File: src/rtl/register_access_pec_framer_macros.svh
// Assertion macros for the register access PEC framer.
`ifndef REGISTER_ACCESS_PEC_FRAMER_MACROS_SVH
`define REGISTER_ACCESS_PEC_FRAMER_MACROS_SVH
`ifndef SYNTHESIS
`define RAPF_ASSERT_SAME(lbl, clk, rst_n, a, b) \
	lbl: assert property (@(posedge clk) disable iff (!rst_n) (a) |-> (b)) \
	else $error("assertion failed");
`define RAPF_ASSERT_NEXT(lbl, clk, rst_n, a, b) \
	lbl: assert property (@(posedge clk) disable iff (!rst_n) (a) |=> (b)) \
	else $error("assertion failed");
`else
`define RAPF_ASSERT_SAME(lbl, clk, rst_n, a, b)
`define RAPF_ASSERT_NEXT(lbl, clk, rst_n, a, b)
`endif
`endif

File: src/rtl/rapf_pkg.sv
// Types, constants and the CRC-8 byte step shared by the PEC framer.
`timescale 1ns / 1ps
package rapf_pkg;

	localparam logic [7:0] PEC_POLY   = 8'h07;
	localparam logic [7:0] PEC_INIT   = 8'h00;
	localparam logic [6:0] ADDR_RESET = 7'd11;

	localparam logic KIND_WRITE = 1'b0;
	localparam logic KIND_READ  = 1'b1;

	localparam logic [1:0] WR_LAST_IDX = 2'd3;
	localparam logic [1:0] RD_LAST_IDX = 2'd0;

	typedef struct packed {
		logic        kind;
		logic [7:0]  register_index;
		logic [15:0] data_word;
		logic [7:0]  received_check;
	} pec_in_t;

	typedef struct packed {
		logic [7:0]  out_byte;
		logic [15:0] read_value;
		logic        check_ok;
		logic        last;
	} pec_out_t;

	// first stage to serializer
	typedef struct packed {
		logic        valid;
		pec_in_t     item;
		logic [7:0]  crc_reg;
	} pec_xfer_t;

	// MSB-first CRC-8 over one byte
	function automatic logic [7:0] pec_byte(input logic [7:0] acc, input logic [7:0] b);
		logic [7:0] v;
		v = acc ^ b;
		for (int k = 0; k < 8; k++) begin
			v = v[7] ? ((v << 1) ^ PEC_POLY) : (v << 1);
		end
		return v;
	endfunction

endpackage

File: src/rtl/rapf_front.sv
// Input register stage: captures a word and folds the register byte into the CRC.
`timescale 1ns / 1ps
module rapf_front (
	input  logic                clk,
	input  logic                arst_n,
	input  logic                in_valid,
	output logic                in_stall,
	input  rapf_pkg::pec_in_t   in_data,
	input  logic [7:0]          crc_wa,
	input  logic                take,
	output rapf_pkg::pec_xfer_t xfer
);

	logic                valid_s1;
	rapf_pkg::pec_in_t   item_s1;
	logic [7:0]          crc_s1;
	logic                in_acc;

	assign in_stall = valid_s1 && !take;
	assign in_acc   = in_valid && !in_stall;

	always_ff @(posedge clk or negedge arst_n) begin
		if (!arst_n) begin
			valid_s1 <= 1'b0;
		end else if (in_acc) begin
			valid_s1 <= 1'b1;
		end else if (take) begin
			valid_s1 <= 1'b0;
		end
	end

	always_ff @(posedge clk) begin
		if (in_acc) begin
			item_s1 <= in_data;
			crc_s1  <= rapf_pkg::pec_byte(crc_wa, in_data.register_index);
		end
	end

	assign xfer.valid   = valid_s1;
	assign xfer.item    = item_s1;
	assign xfer.crc_reg = crc_s1;

endmodule

File: src/rtl/rapf_serial.sv
// Result stage: finishes the CRC and sends the frame one byte per cycle while out_stall is low.
`timescale 1ns / 1ps
`include "register_access_pec_framer_macros.svh"
module rapf_serial (
	input  logic                clk,
	input  logic                arst_n,
	input  rapf_pkg::pec_xfer_t xfer,
	input  logic [7:0]          ra_byte,
	output logic                take,
	output logic                out_valid,
	input  logic                out_stall,
	output rapf_pkg::pec_out_t  out_data
);

	logic        valid_s2;
	logic [7:0]  bytes_s2 [4];
	logic [1:0]  idx_s2;
	logic [1:0]  last_idx_s2;
	logic        kind_s2;
	logic [15:0] word_s2;
	logic        ok_s2;

	logic        out_acc;
	logic        is_last;
	logic        done;
	logic [7:0]  lo;
	logic [7:0]  hi;
	logic [7:0]  crc_wr;
	logic [7:0]  crc_rd;

	assign lo = xfer.item.data_word[7:0];
	assign hi = xfer.item.data_word[15:8];

	assign crc_wr = rapf_pkg::pec_byte(rapf_pkg::pec_byte(xfer.crc_reg, lo), hi);
	assign crc_rd = rapf_pkg::pec_byte(rapf_pkg::pec_byte(
		rapf_pkg::pec_byte(xfer.crc_reg, ra_byte), lo), hi);

	assign is_last = (idx_s2 == last_idx_s2);
	assign out_acc = valid_s2 && !out_stall;
	assign done    = out_acc && is_last;
	assign take    = xfer.valid && (!valid_s2 || done);

	always_ff @(posedge clk or negedge arst_n) begin
		if (!arst_n) begin
			valid_s2 <= 1'b0;
			idx_s2   <= 2'd0;
		end else if (take) begin
			valid_s2 <= 1'b1;
			idx_s2   <= 2'd0;
		end else if (done) begin
			valid_s2 <= 1'b0;
			idx_s2   <= 2'd0;
		end else if (out_acc) begin
			idx_s2 <= idx_s2 + 2'd1;
		end
	end

	always_ff @(posedge clk) begin
		if (take) begin
			kind_s2 <= xfer.item.kind;
			word_s2 <= xfer.item.data_word;
			if (xfer.item.kind == rapf_pkg::KIND_READ) begin
				bytes_s2[0] <= crc_rd;
				bytes_s2[1] <= 8'h00;
				bytes_s2[2] <= 8'h00;
				bytes_s2[3] <= 8'h00;
				last_idx_s2 <= rapf_pkg::RD_LAST_IDX;
				ok_s2       <= (crc_rd == xfer.item.received_check);
			end else begin
				bytes_s2[0] <= xfer.item.register_index;
				bytes_s2[1] <= lo;
				bytes_s2[2] <= hi;
				bytes_s2[3] <= crc_wr;
				last_idx_s2 <= rapf_pkg::WR_LAST_IDX;
				ok_s2       <= 1'b1;
			end
		end
	end

	assign out_valid           = valid_s2;
	assign out_data.out_byte   = bytes_s2[idx_s2];
	assign out_data.read_value = (kind_s2 == rapf_pkg::KIND_READ) ? word_s2 : 16'h0000;
	assign out_data.check_ok   = (kind_s2 == rapf_pkg::KIND_READ) ? ok_s2 : 1'b1;
	assign out_data.last       = is_last;

	// a frame keeps going until its last word is taken
	`RAPF_ASSERT_NEXT(a_frame_cont, clk, arst_n, out_acc && !is_last, valid_s2)
	`RAPF_ASSERT_SAME(a_idx_range, clk, arst_n, valid_s2, idx_s2 <= last_idx_s2)
	`RAPF_ASSERT_SAME(a_read_single, clk, arst_n, valid_s2 && kind_s2 == rapf_pkg::KIND_READ,
		out_data.last && idx_s2 == rapf_pkg::RD_LAST_IDX)

endmodule

File: src/rtl/register_access_pec_framer.sv
// Top level: address register, input stage and frame serializer.
// An input word is registered in the input stage and then loaded into the serializer.
// Throughput: a write emits four words and a read one check word, one word per cycle while
// out_stall is low; the next item is loaded while the last word goes.
// Reset: asynchronous, active low; clears pipeline valids and sets the address to 11.
`timescale 1ns / 1ps
module register_access_pec_framer (
	input  logic               clk,
	input  logic               arst_n,
	input  logic               in_valid,
	output logic               in_stall,
	input  rapf_pkg::pec_in_t  in_data,
	output logic               out_valid,
	input  logic               out_stall,
	output rapf_pkg::pec_out_t out_data,
	input  logic               cfg_valid,
	output logic               cfg_ready,
	input  logic [6:0]         cfg_data
);

	logic [6:0]          addr_q;
	logic [7:0]          crc_wa_q;
	logic                take;
	rapf_pkg::pec_xfer_t xfer;

	assign cfg_ready = 1'b1;

	// CRC of the write address byte is fixed between config writes
	always_ff @(posedge clk or negedge arst_n) begin
		if (!arst_n) begin
			addr_q   <= rapf_pkg::ADDR_RESET;
			crc_wa_q <= rapf_pkg::pec_byte(rapf_pkg::PEC_INIT, {rapf_pkg::ADDR_RESET, 1'b0});
		end else if (cfg_valid && cfg_ready) begin
			addr_q   <= cfg_data;
			crc_wa_q <= rapf_pkg::pec_byte(rapf_pkg::PEC_INIT, {cfg_data, 1'b0});
		end
	end

	rapf_front u_front (
		.clk      (clk),
		.arst_n   (arst_n),
		.in_valid (in_valid),
		.in_stall (in_stall),
		.in_data  (in_data),
		.crc_wa   (crc_wa_q),
		.take     (take),
		.xfer     (xfer)
	);

	rapf_serial u_serial (
		.clk       (clk),
		.arst_n    (arst_n),
		.xfer      (xfer),
		.ra_byte   ({addr_q, 1'b1}),
		.take      (take),
		.out_valid (out_valid),
		.out_stall (out_stall),
		.out_data  (out_data)
	);

endmodule
File: config.mk
export PLATFORM = sky130hd
export DESIGN_NAME = register_access_pec_framer
export DESIGN_NICKNAME = d
export VERILOG_FILES = /design/src/rtl/rapf_pkg.sv /design/src/rtl/rapf_front.sv /design/src/rtl/rapf_serial.sv /design/src/rtl/register_access_pec_framer.sv
export VERILOG_INCLUDE_DIRS = /design/src /design/src/rtl
export SDC_FILE = /design/constraint.sdc
export NUM_CORES = 1
export LEC_CHECK = 0
export BUFFER_PORTS_ARGS = -buffer_cell sky130_fd_sc_hd__buf_2
export CAP_MARGIN = 20
export CORE_MARGIN = 5
export CORE_UTILIZATION = 53
export DETAILED_ROUTE_END_ITERATION = 8
export HOLD_SLACK_MARGIN = 0.08
export PLACE_DENSITY_LB_ADDON = 0.12
export SYNTH_ARGS = -nofsm -noshare
export SYNTH_HDL_FRONTEND = slang
export SYNTH_HIERARCHICAL = 1
export SYNTH_SLANG_ARGS = --single-unit
File: constraint.sdc
create_clock -name clk -period 3.8 [get_ports clk]
set_input_delay 0 -clock clk [delete_from_list [all_inputs] [get_ports clk]]
set_output_delay 0 -clock clk [all_outputs]
set_load 0.05 [all_outputs]
==> results of run 1 <==
==> cell families (layout without fill, tap and decap cells) <==
family / Yosys count / after routing
xor gates and xnor gates: 137 / 137
and+or+nand+nor: 84 / 84
other: 1 / 4
DFF: 111 / 111
AOI/OAI and AO/OA: 12 / 12
muxes: 22 / 22
buffers and inverters: 16 / 138
==> state kept, by name (all words and copies together), names as in the netlist, 2 cells and up <==
name / flops
u_front/xfer: 33
crc_wa_q: 8
u_serial/bytes_s2: 32
u_front/crc_s1: 8
u_serial/idx_s2: 2
addr_q: 7
u_serial/word_s2: 16
==> path summary, 6_finish.rpt <==
kind	slack, ns	start	cells past startpoint	end
worst max-delay path	0.84	u_serial/idx_s2[0]	7	u_front/xfer[11]
worst min-delay path	0.11	arst_n	2	crc_wa_q[4]
worst max register to register	0.84	u_serial/idx_s2[0]	7	u_front/xfer[11]
worst min register to register	0.53	u_front/xfer[21]	0	u_serial/word_s2[5]
max in group asynchronous	3.33	arst_n	2	crc_wa_q[6]
min in group clk	0.32	in_data[20]	2	u_front/xfer[28]
==> area by class of cell <==
cell class	count	area (um^2)	share of cell area (%)
inverter	2	7.507	0.1075
sequential	111	3246	46.46
clock inverter	3	18.77	0.2687
clock buffer	13	148.9	2.131
timing repair buffer	120	833.3	11.93
multi-input combinational	259	2556	36.59
tap	140	175.2	2.508
==> worst max-delay path, delay by kind of cell (launching register included) <==
kind,cells,cell delay (ns)
and+or+nand+nor,5,1.33
DFF,1,0.62
buffers and inverters,1,0.42
AOI/OAI and AO/OA,1,0.18
==> metal layers <==
metal	GRT usage, %	up-vias
li1	-	1576
met2	32.45	59
met5	0	-
met3	3.632	17
met4	7.590	0
met1	24.83	1607
==> through the flow <==
| step | std cells | hold slack (ns) | area, um^2 | setup WS [ns] | utilization, % |
|---|---|---|---|---|---|
| after floorplan | 386 | -0.2956 | 5882 | 0.08163 | - |
| after global placement | 587 | -0.02112 | 6367 | 0.9224 | 58.74 |
| after detailed placement | 587 | -0.01429 | 6367 | 0.8265 | 58.74 |
| after CTS | 648 | 0.1025 | 6985 | 0.8059 | 64.44 |
| after global routing | 648 | 0.1478 | 6985 | 0.5874 | 64.44 |
| final | 648 | 0.1131 | 6985 | 0.8422 | 64.44 |
==> placed cells by master, fill, tap and decap left out, types with 5 or more instances in the layout <==
cell | Yosys | layout
a21oi_1 | 5 | 5
and2_1 | 20 | 19
and3_1 | 18 | 18
buf_2 | 2 | 72
clkbuf_8 | 0 | 10
dfrtp_1 | 13 | 13
dfstp_2 | 6 | 6
dlygate4sd3_1 | 0 | 45
edfxtp_1 | 92 | 92
mux2_2 | 10 | 10
mux4_2 | 8 | 8
nand2_1 | 11 | 11
nand2b_1 | 7 | 7
nor2_1 | 23 | 23
xnor2_1 | 77 | 77
xnor2_2 | 5 | 5
xnor3_1 | 9 | 9
xnor3_2 | 9 | 9
xor2_1 | 23 | 23
xor3_1 | 5 | 5
==> flow_summary.json, run 1 <==
{
  "status": "complete, no violations",
  "yosysSeqAreaShare_pct": 55.29,
  "gp_congestion": 0.9038,
  "grt_pass1_vias": 3435,
  "slowest_stage": "dfrtp_1",
  "rsz0062_at_grt": "no",
  "fillers": 807,
  "grt_usage_pct": 19.28,
  "drc": 0,
  "die_y_um": 115.2,
  "antenna_found_initial": 0,
  "setup_tns_ns": 0,
  "ios": 74,
  "synth_top_family_by_area": "XOR/XNOR gates",
  "cts_tree": "done",
  "postRouteAntennaNets": 0,
  "firstDrtPassIters": 4,
  "vias": 3259,
  "numPortBuffers": 72,
  "layout_min_cycle_time_ns": 2.958,
  "wl_met1_um": 5073,
  "synthSimpleGateAreaFrac_pct": 7.438,
  "cp_max_fo": 41,
  "postCtsHoldBufs": 45,
  "synth_fa_ha_area_share_pct": 0,
  "dpl.hpwl_um": 8742,
  "skew_ns": 0.01156,
  "netlist_instances": 383,
  "syn_to_final_growth_pct": 18.99,
  "synth_mux_area_share_pct": 5.712,
  "post_cts_buffers": 0,
  "synthArstFlopShare_pct": 17.12,
  "maxSlewViolCount": 0,
  "overflow": 0,
  "cts.path.max_buffers": 2,
  "synth_edf_count": 92,
  "highest_layer": "met4",
  "initial_core_util_pct": 54.16,
  "slew-limit-headroom_pct": 56.29,
  "ys_top_cells_by_count": "92 x edfxtp_1, 77 x xnor2_1, 23 x nor2_1, 23 x xor2_1, 20 x and2_1",
  "yosysTopAreaCell": "edfxtp_1",
  "yosysMostFrequentCell": "edfxtp_1",
  "dieWidth_um": 115.2,
  "wl_per_cell_um": 18.19,
  "placementRows": 38,
  "met3_wirelength_um": 459,
  "root_buffer": "clkbuf_8",
  "wl_um": 11790,
  "cts-buffers-inserted": 9,
  "cts_num_sinks": 111,
  "max_cap_violations": 0,
  "ys_ff_latch": 111,
  "crit_chain": "or3_1 -> a21o_1 -> nand2_1 -> and2_1 -> nand2b_1 -> and2_2 -> buf_4",
  "crit_required_ns": 3.82,
  "syn_area_per_cell_um2": 15.33,
  "die-area_mm2": 0.01328,
  "vias_per_cell": 5.029,
  "synth_top_cell_area_share_pct": 47.06,
  "synth_compound_area_share_pct": 1.194,
  "hold_class": "input port to asynchronous set/reset pin",
  "fin_nets": 548,
  "layout-drive-gt1-share_pct": 27.17,
  "path_class": "flop to flop",
  "grt_pass1_wl_um": 18790,
  "fmax_ghz": 0.3381,
  "drt_iter0_drc": 188,
  "clk_latency_ns": 0.38,
  "syn-cell-area_mm2": 0.005871,
  "yosys_warnings": 6,
  "synth_xor_area_share_pct": 28.92,
  "core_area_mm2": 0.01084,
  "yosys.cell_types.count": 39,
  "cts_resized": 0,
  "tightest_slew_ns": 0.6556,
  "synth_flop_cell": "edfxtp_1",
  "endpoint_kind": "flop",
  "hold_viol": 0,
  "wl_met2_um": 6052,
  "fin_crit_sh_pct": 77.84,
  "grt_max_degree": 42,
  "yosys-top-cells-area": "edfxtp_1 47%, xnor2_1 11%, dfrtp_1 5.5%",
  "clk_pin_slew_ns": 0.10,
  "max_stage_delay_ns": 0.62,
  "arrival_ns": 2.98,
  "cts_max_level": 3,
  "start_kind": "flop",
  "antenna_cells": 0,
  "finalSetupViolations": 0
}
Power of run 1 is left out: the tool's default activity adds up to more than one toggle a clock period on the data nets, which glitch-free logic cannot reach.
==> run 2: changes to the inputs <==
==> constraint.sdc (replaced) <==
create_clock -name clk -period 2.5 [get_ports clk]
set_input_delay 0 -clock clk [delete_from_list [all_inputs] [get_ports clk]]
set_output_delay 0 -clock clk [all_outputs]
set_load 0.05 [all_outputs]
==> run 2 against run 1 <==
Effect of this change:
- the flow now finishes with violations (negative setup slack)
- hold slack improved by 0.029 ns
- routed wire length increased by 7.6%
- final area up 8.1%
- global-route usage increased by 1.3 points
- utilization increased by 5.2 points
- critical path depth shrank 1
- sequential share of layout area down 3.5 points
- critical path type unchanged
==> flow_summary.json, run 2 (synthesis gave the netlist of run 1 again) <==
{
  "cts-buffers-inserted": 9,
  "root_buffer": "clkbuf_8",
  "placementRows": 38,
  "status": "finished with violations",
  "fmax_ghz": 0.3893,
  "antenna_cells": 0,
  "start_kind": "flop",
  "fin_crit_sh_pct": 102.8,
  "final_common_cell": "edfxtp_1",
  "cts_max_level": 3,
  "wl_per_cell_um": 18.13,
  "largest_reg_flops": 33,
  "max_stage_delay_ns": 0.54,
  "endpoint_kind": "flop",
  "tightest_slew_ns": 0.5326,
  "setup_tns_ns": -0.08113,
  "crit_chain": "xnor3_1 -> xnor3_1 -> xnor3_2 -> xnor3_2 -> mux2i_1 -> o31ai_2",
  "finalSetupViolations": 3,
  "postRouteAntennaNets": 0,
  "crit_required_ns": 2.63,
  "hold_viol": 0,
  "overflow": 0,
  "grt_usage_pct": 20.62,
  "whs_ns": 0.1423,
  "maxSlewViolCount": 0,
  "drt_iter0_drc": 211,
  "wl_um": 12680,
  "ios": 74,
  "clk_pin_slew_ns": 0.11,
  "die-area_mm2": 0.01328,
  "setup_ws_ns": -0.06899,
  "arrival_ns": 2.70,
  "slew-limit-headroom_pct": 64.50,
  "antenna_found_initial": 0,
  "reg2reg_depth": 6,
  "cts_tree": "done",
  "initial_core_util_pct": 54.16,
  "fin_nets": 599,
  "path_buf_inv": 0,
  "cts_num_sinks": 111,
  "layout_common_cells": "92 x edfxtp_1, 72 x buf_2, 69 x xnor2_1, 52 x buf_4, 45 x dlygate4sd3_1",
  "dpl.hpwl_um": 9270,
  "grt_pass1_vias": 3721,
  "max_cap_violations": 0,
  "rsz0062_at_grt": "yes",
  "die_y_um": 115.2,
  "layout_min_cycle_time_ns": 2.569,
  "drc": 0,
  "crit_cells": 6,
  "layout-drive-gt1-share_pct": 36.31,
  "gp_congestion": 0.8664,
  "hold_class": "input port to asynchronous set/reset pin",
  "cts.path.max_buffers": 2,
  "core_area_mm2": 0.01084,
  "skew_ns": 0.01520,
  "numPortBuffers": 72,
  "path_delay_family": "XOR/XNOR gates",
  "failed_checks": "negative setup slack",
  "syn_to_final_growth_pct": 28.67,
  "vias": 3471,
  "vias_per_cell": 4.966,
  "cp_max_fo": 5,
  "firstDrtPassIters": 4,
  "dieWidth_um": 115.2,
  "slowest_stage": "edfxtp_1",
  "path_class": "flop to flop",
  "grt_pass1_wl_um": 20120,
  "clk_latency_ns": 0.37,
  "grt_max_degree": 33
}
run 2: cell types whose count changed in the layout (fill, tap and decap cells not counted), sizes merged:
cell    delta
clkbuf     -3
bufinv     +2
inv        -1
buf       +51
clkinv     +2
run 2: per-layer routing:
metal / GRT usage (%) / up-vias / part of all wire (%)
met3: 3.737 / 14 / 3.9
met5: 0 / - / 0
met4: 6.495 / 0 / 1.6
met1: 26.11 / 1697 / 41
met2: 36.11 / 76 / 53
li1: - / 1684 / -
run 2: final cells by class:
class	count	area [um^2]
tap	140	175.2
fill	752	3287
multi-input combinational	259	2678
clock buffer	10	127.6
clock inverter	6	86.33
sequential	111	3247
timing repair buffer	171	1232
inverter	2	7.507
run 2: timing repair:
| item | 4_1_cts | 5_1_grt |
|---|---|---|
| pin swaps | 9 | 10 |
| endpoints found under the setup margin | 6 | 8 |
| resized for setup | 8 | 9 |
| hold buffers | 45 | 0 |
| endpoints found under the hold margin | 70 | 0 |
| setup buffers | 3 | 6 |
run 2: final timing paths:
path / startpoint / end / slack [ns]
min reg2reg: u_front/xfer[21] / u_serial/word_s2[5] / 0.53
min in group clk: in_data[2] / u_front/xfer[10] / 0.34
max in group asynchronous: arst_n / addr_q[5] / 1.97
min: arst_n / crc_wa_q[2] / 0.14
max: u_front/xfer[18] / u_serial/ok_s2 / -0.07
max reg2reg: u_front/xfer[18] / u_serial/ok_s2 / -0.07
run 2: through the flow:
| step | std cells | area [um^2] | worst slack, ns | utilization [%] |
|---|---|---|---|---|
| finish | 699 | 7553 | -0.06899 | 69.68 |
| CTS | 693 | 7448 | -0.08460 | 68.71 |
| floorplan | 386 | 5903 | -0.006245 | - |
| detailed placement | 629 | 6704 | -0.1640 | 61.84 |
| global route | 699 | 7553 | -0.1891 | 69.68 |
| global placement | 629 | 6704 | -0.07711 | 61.84 |
Power of run 2 is left out for the same reason.
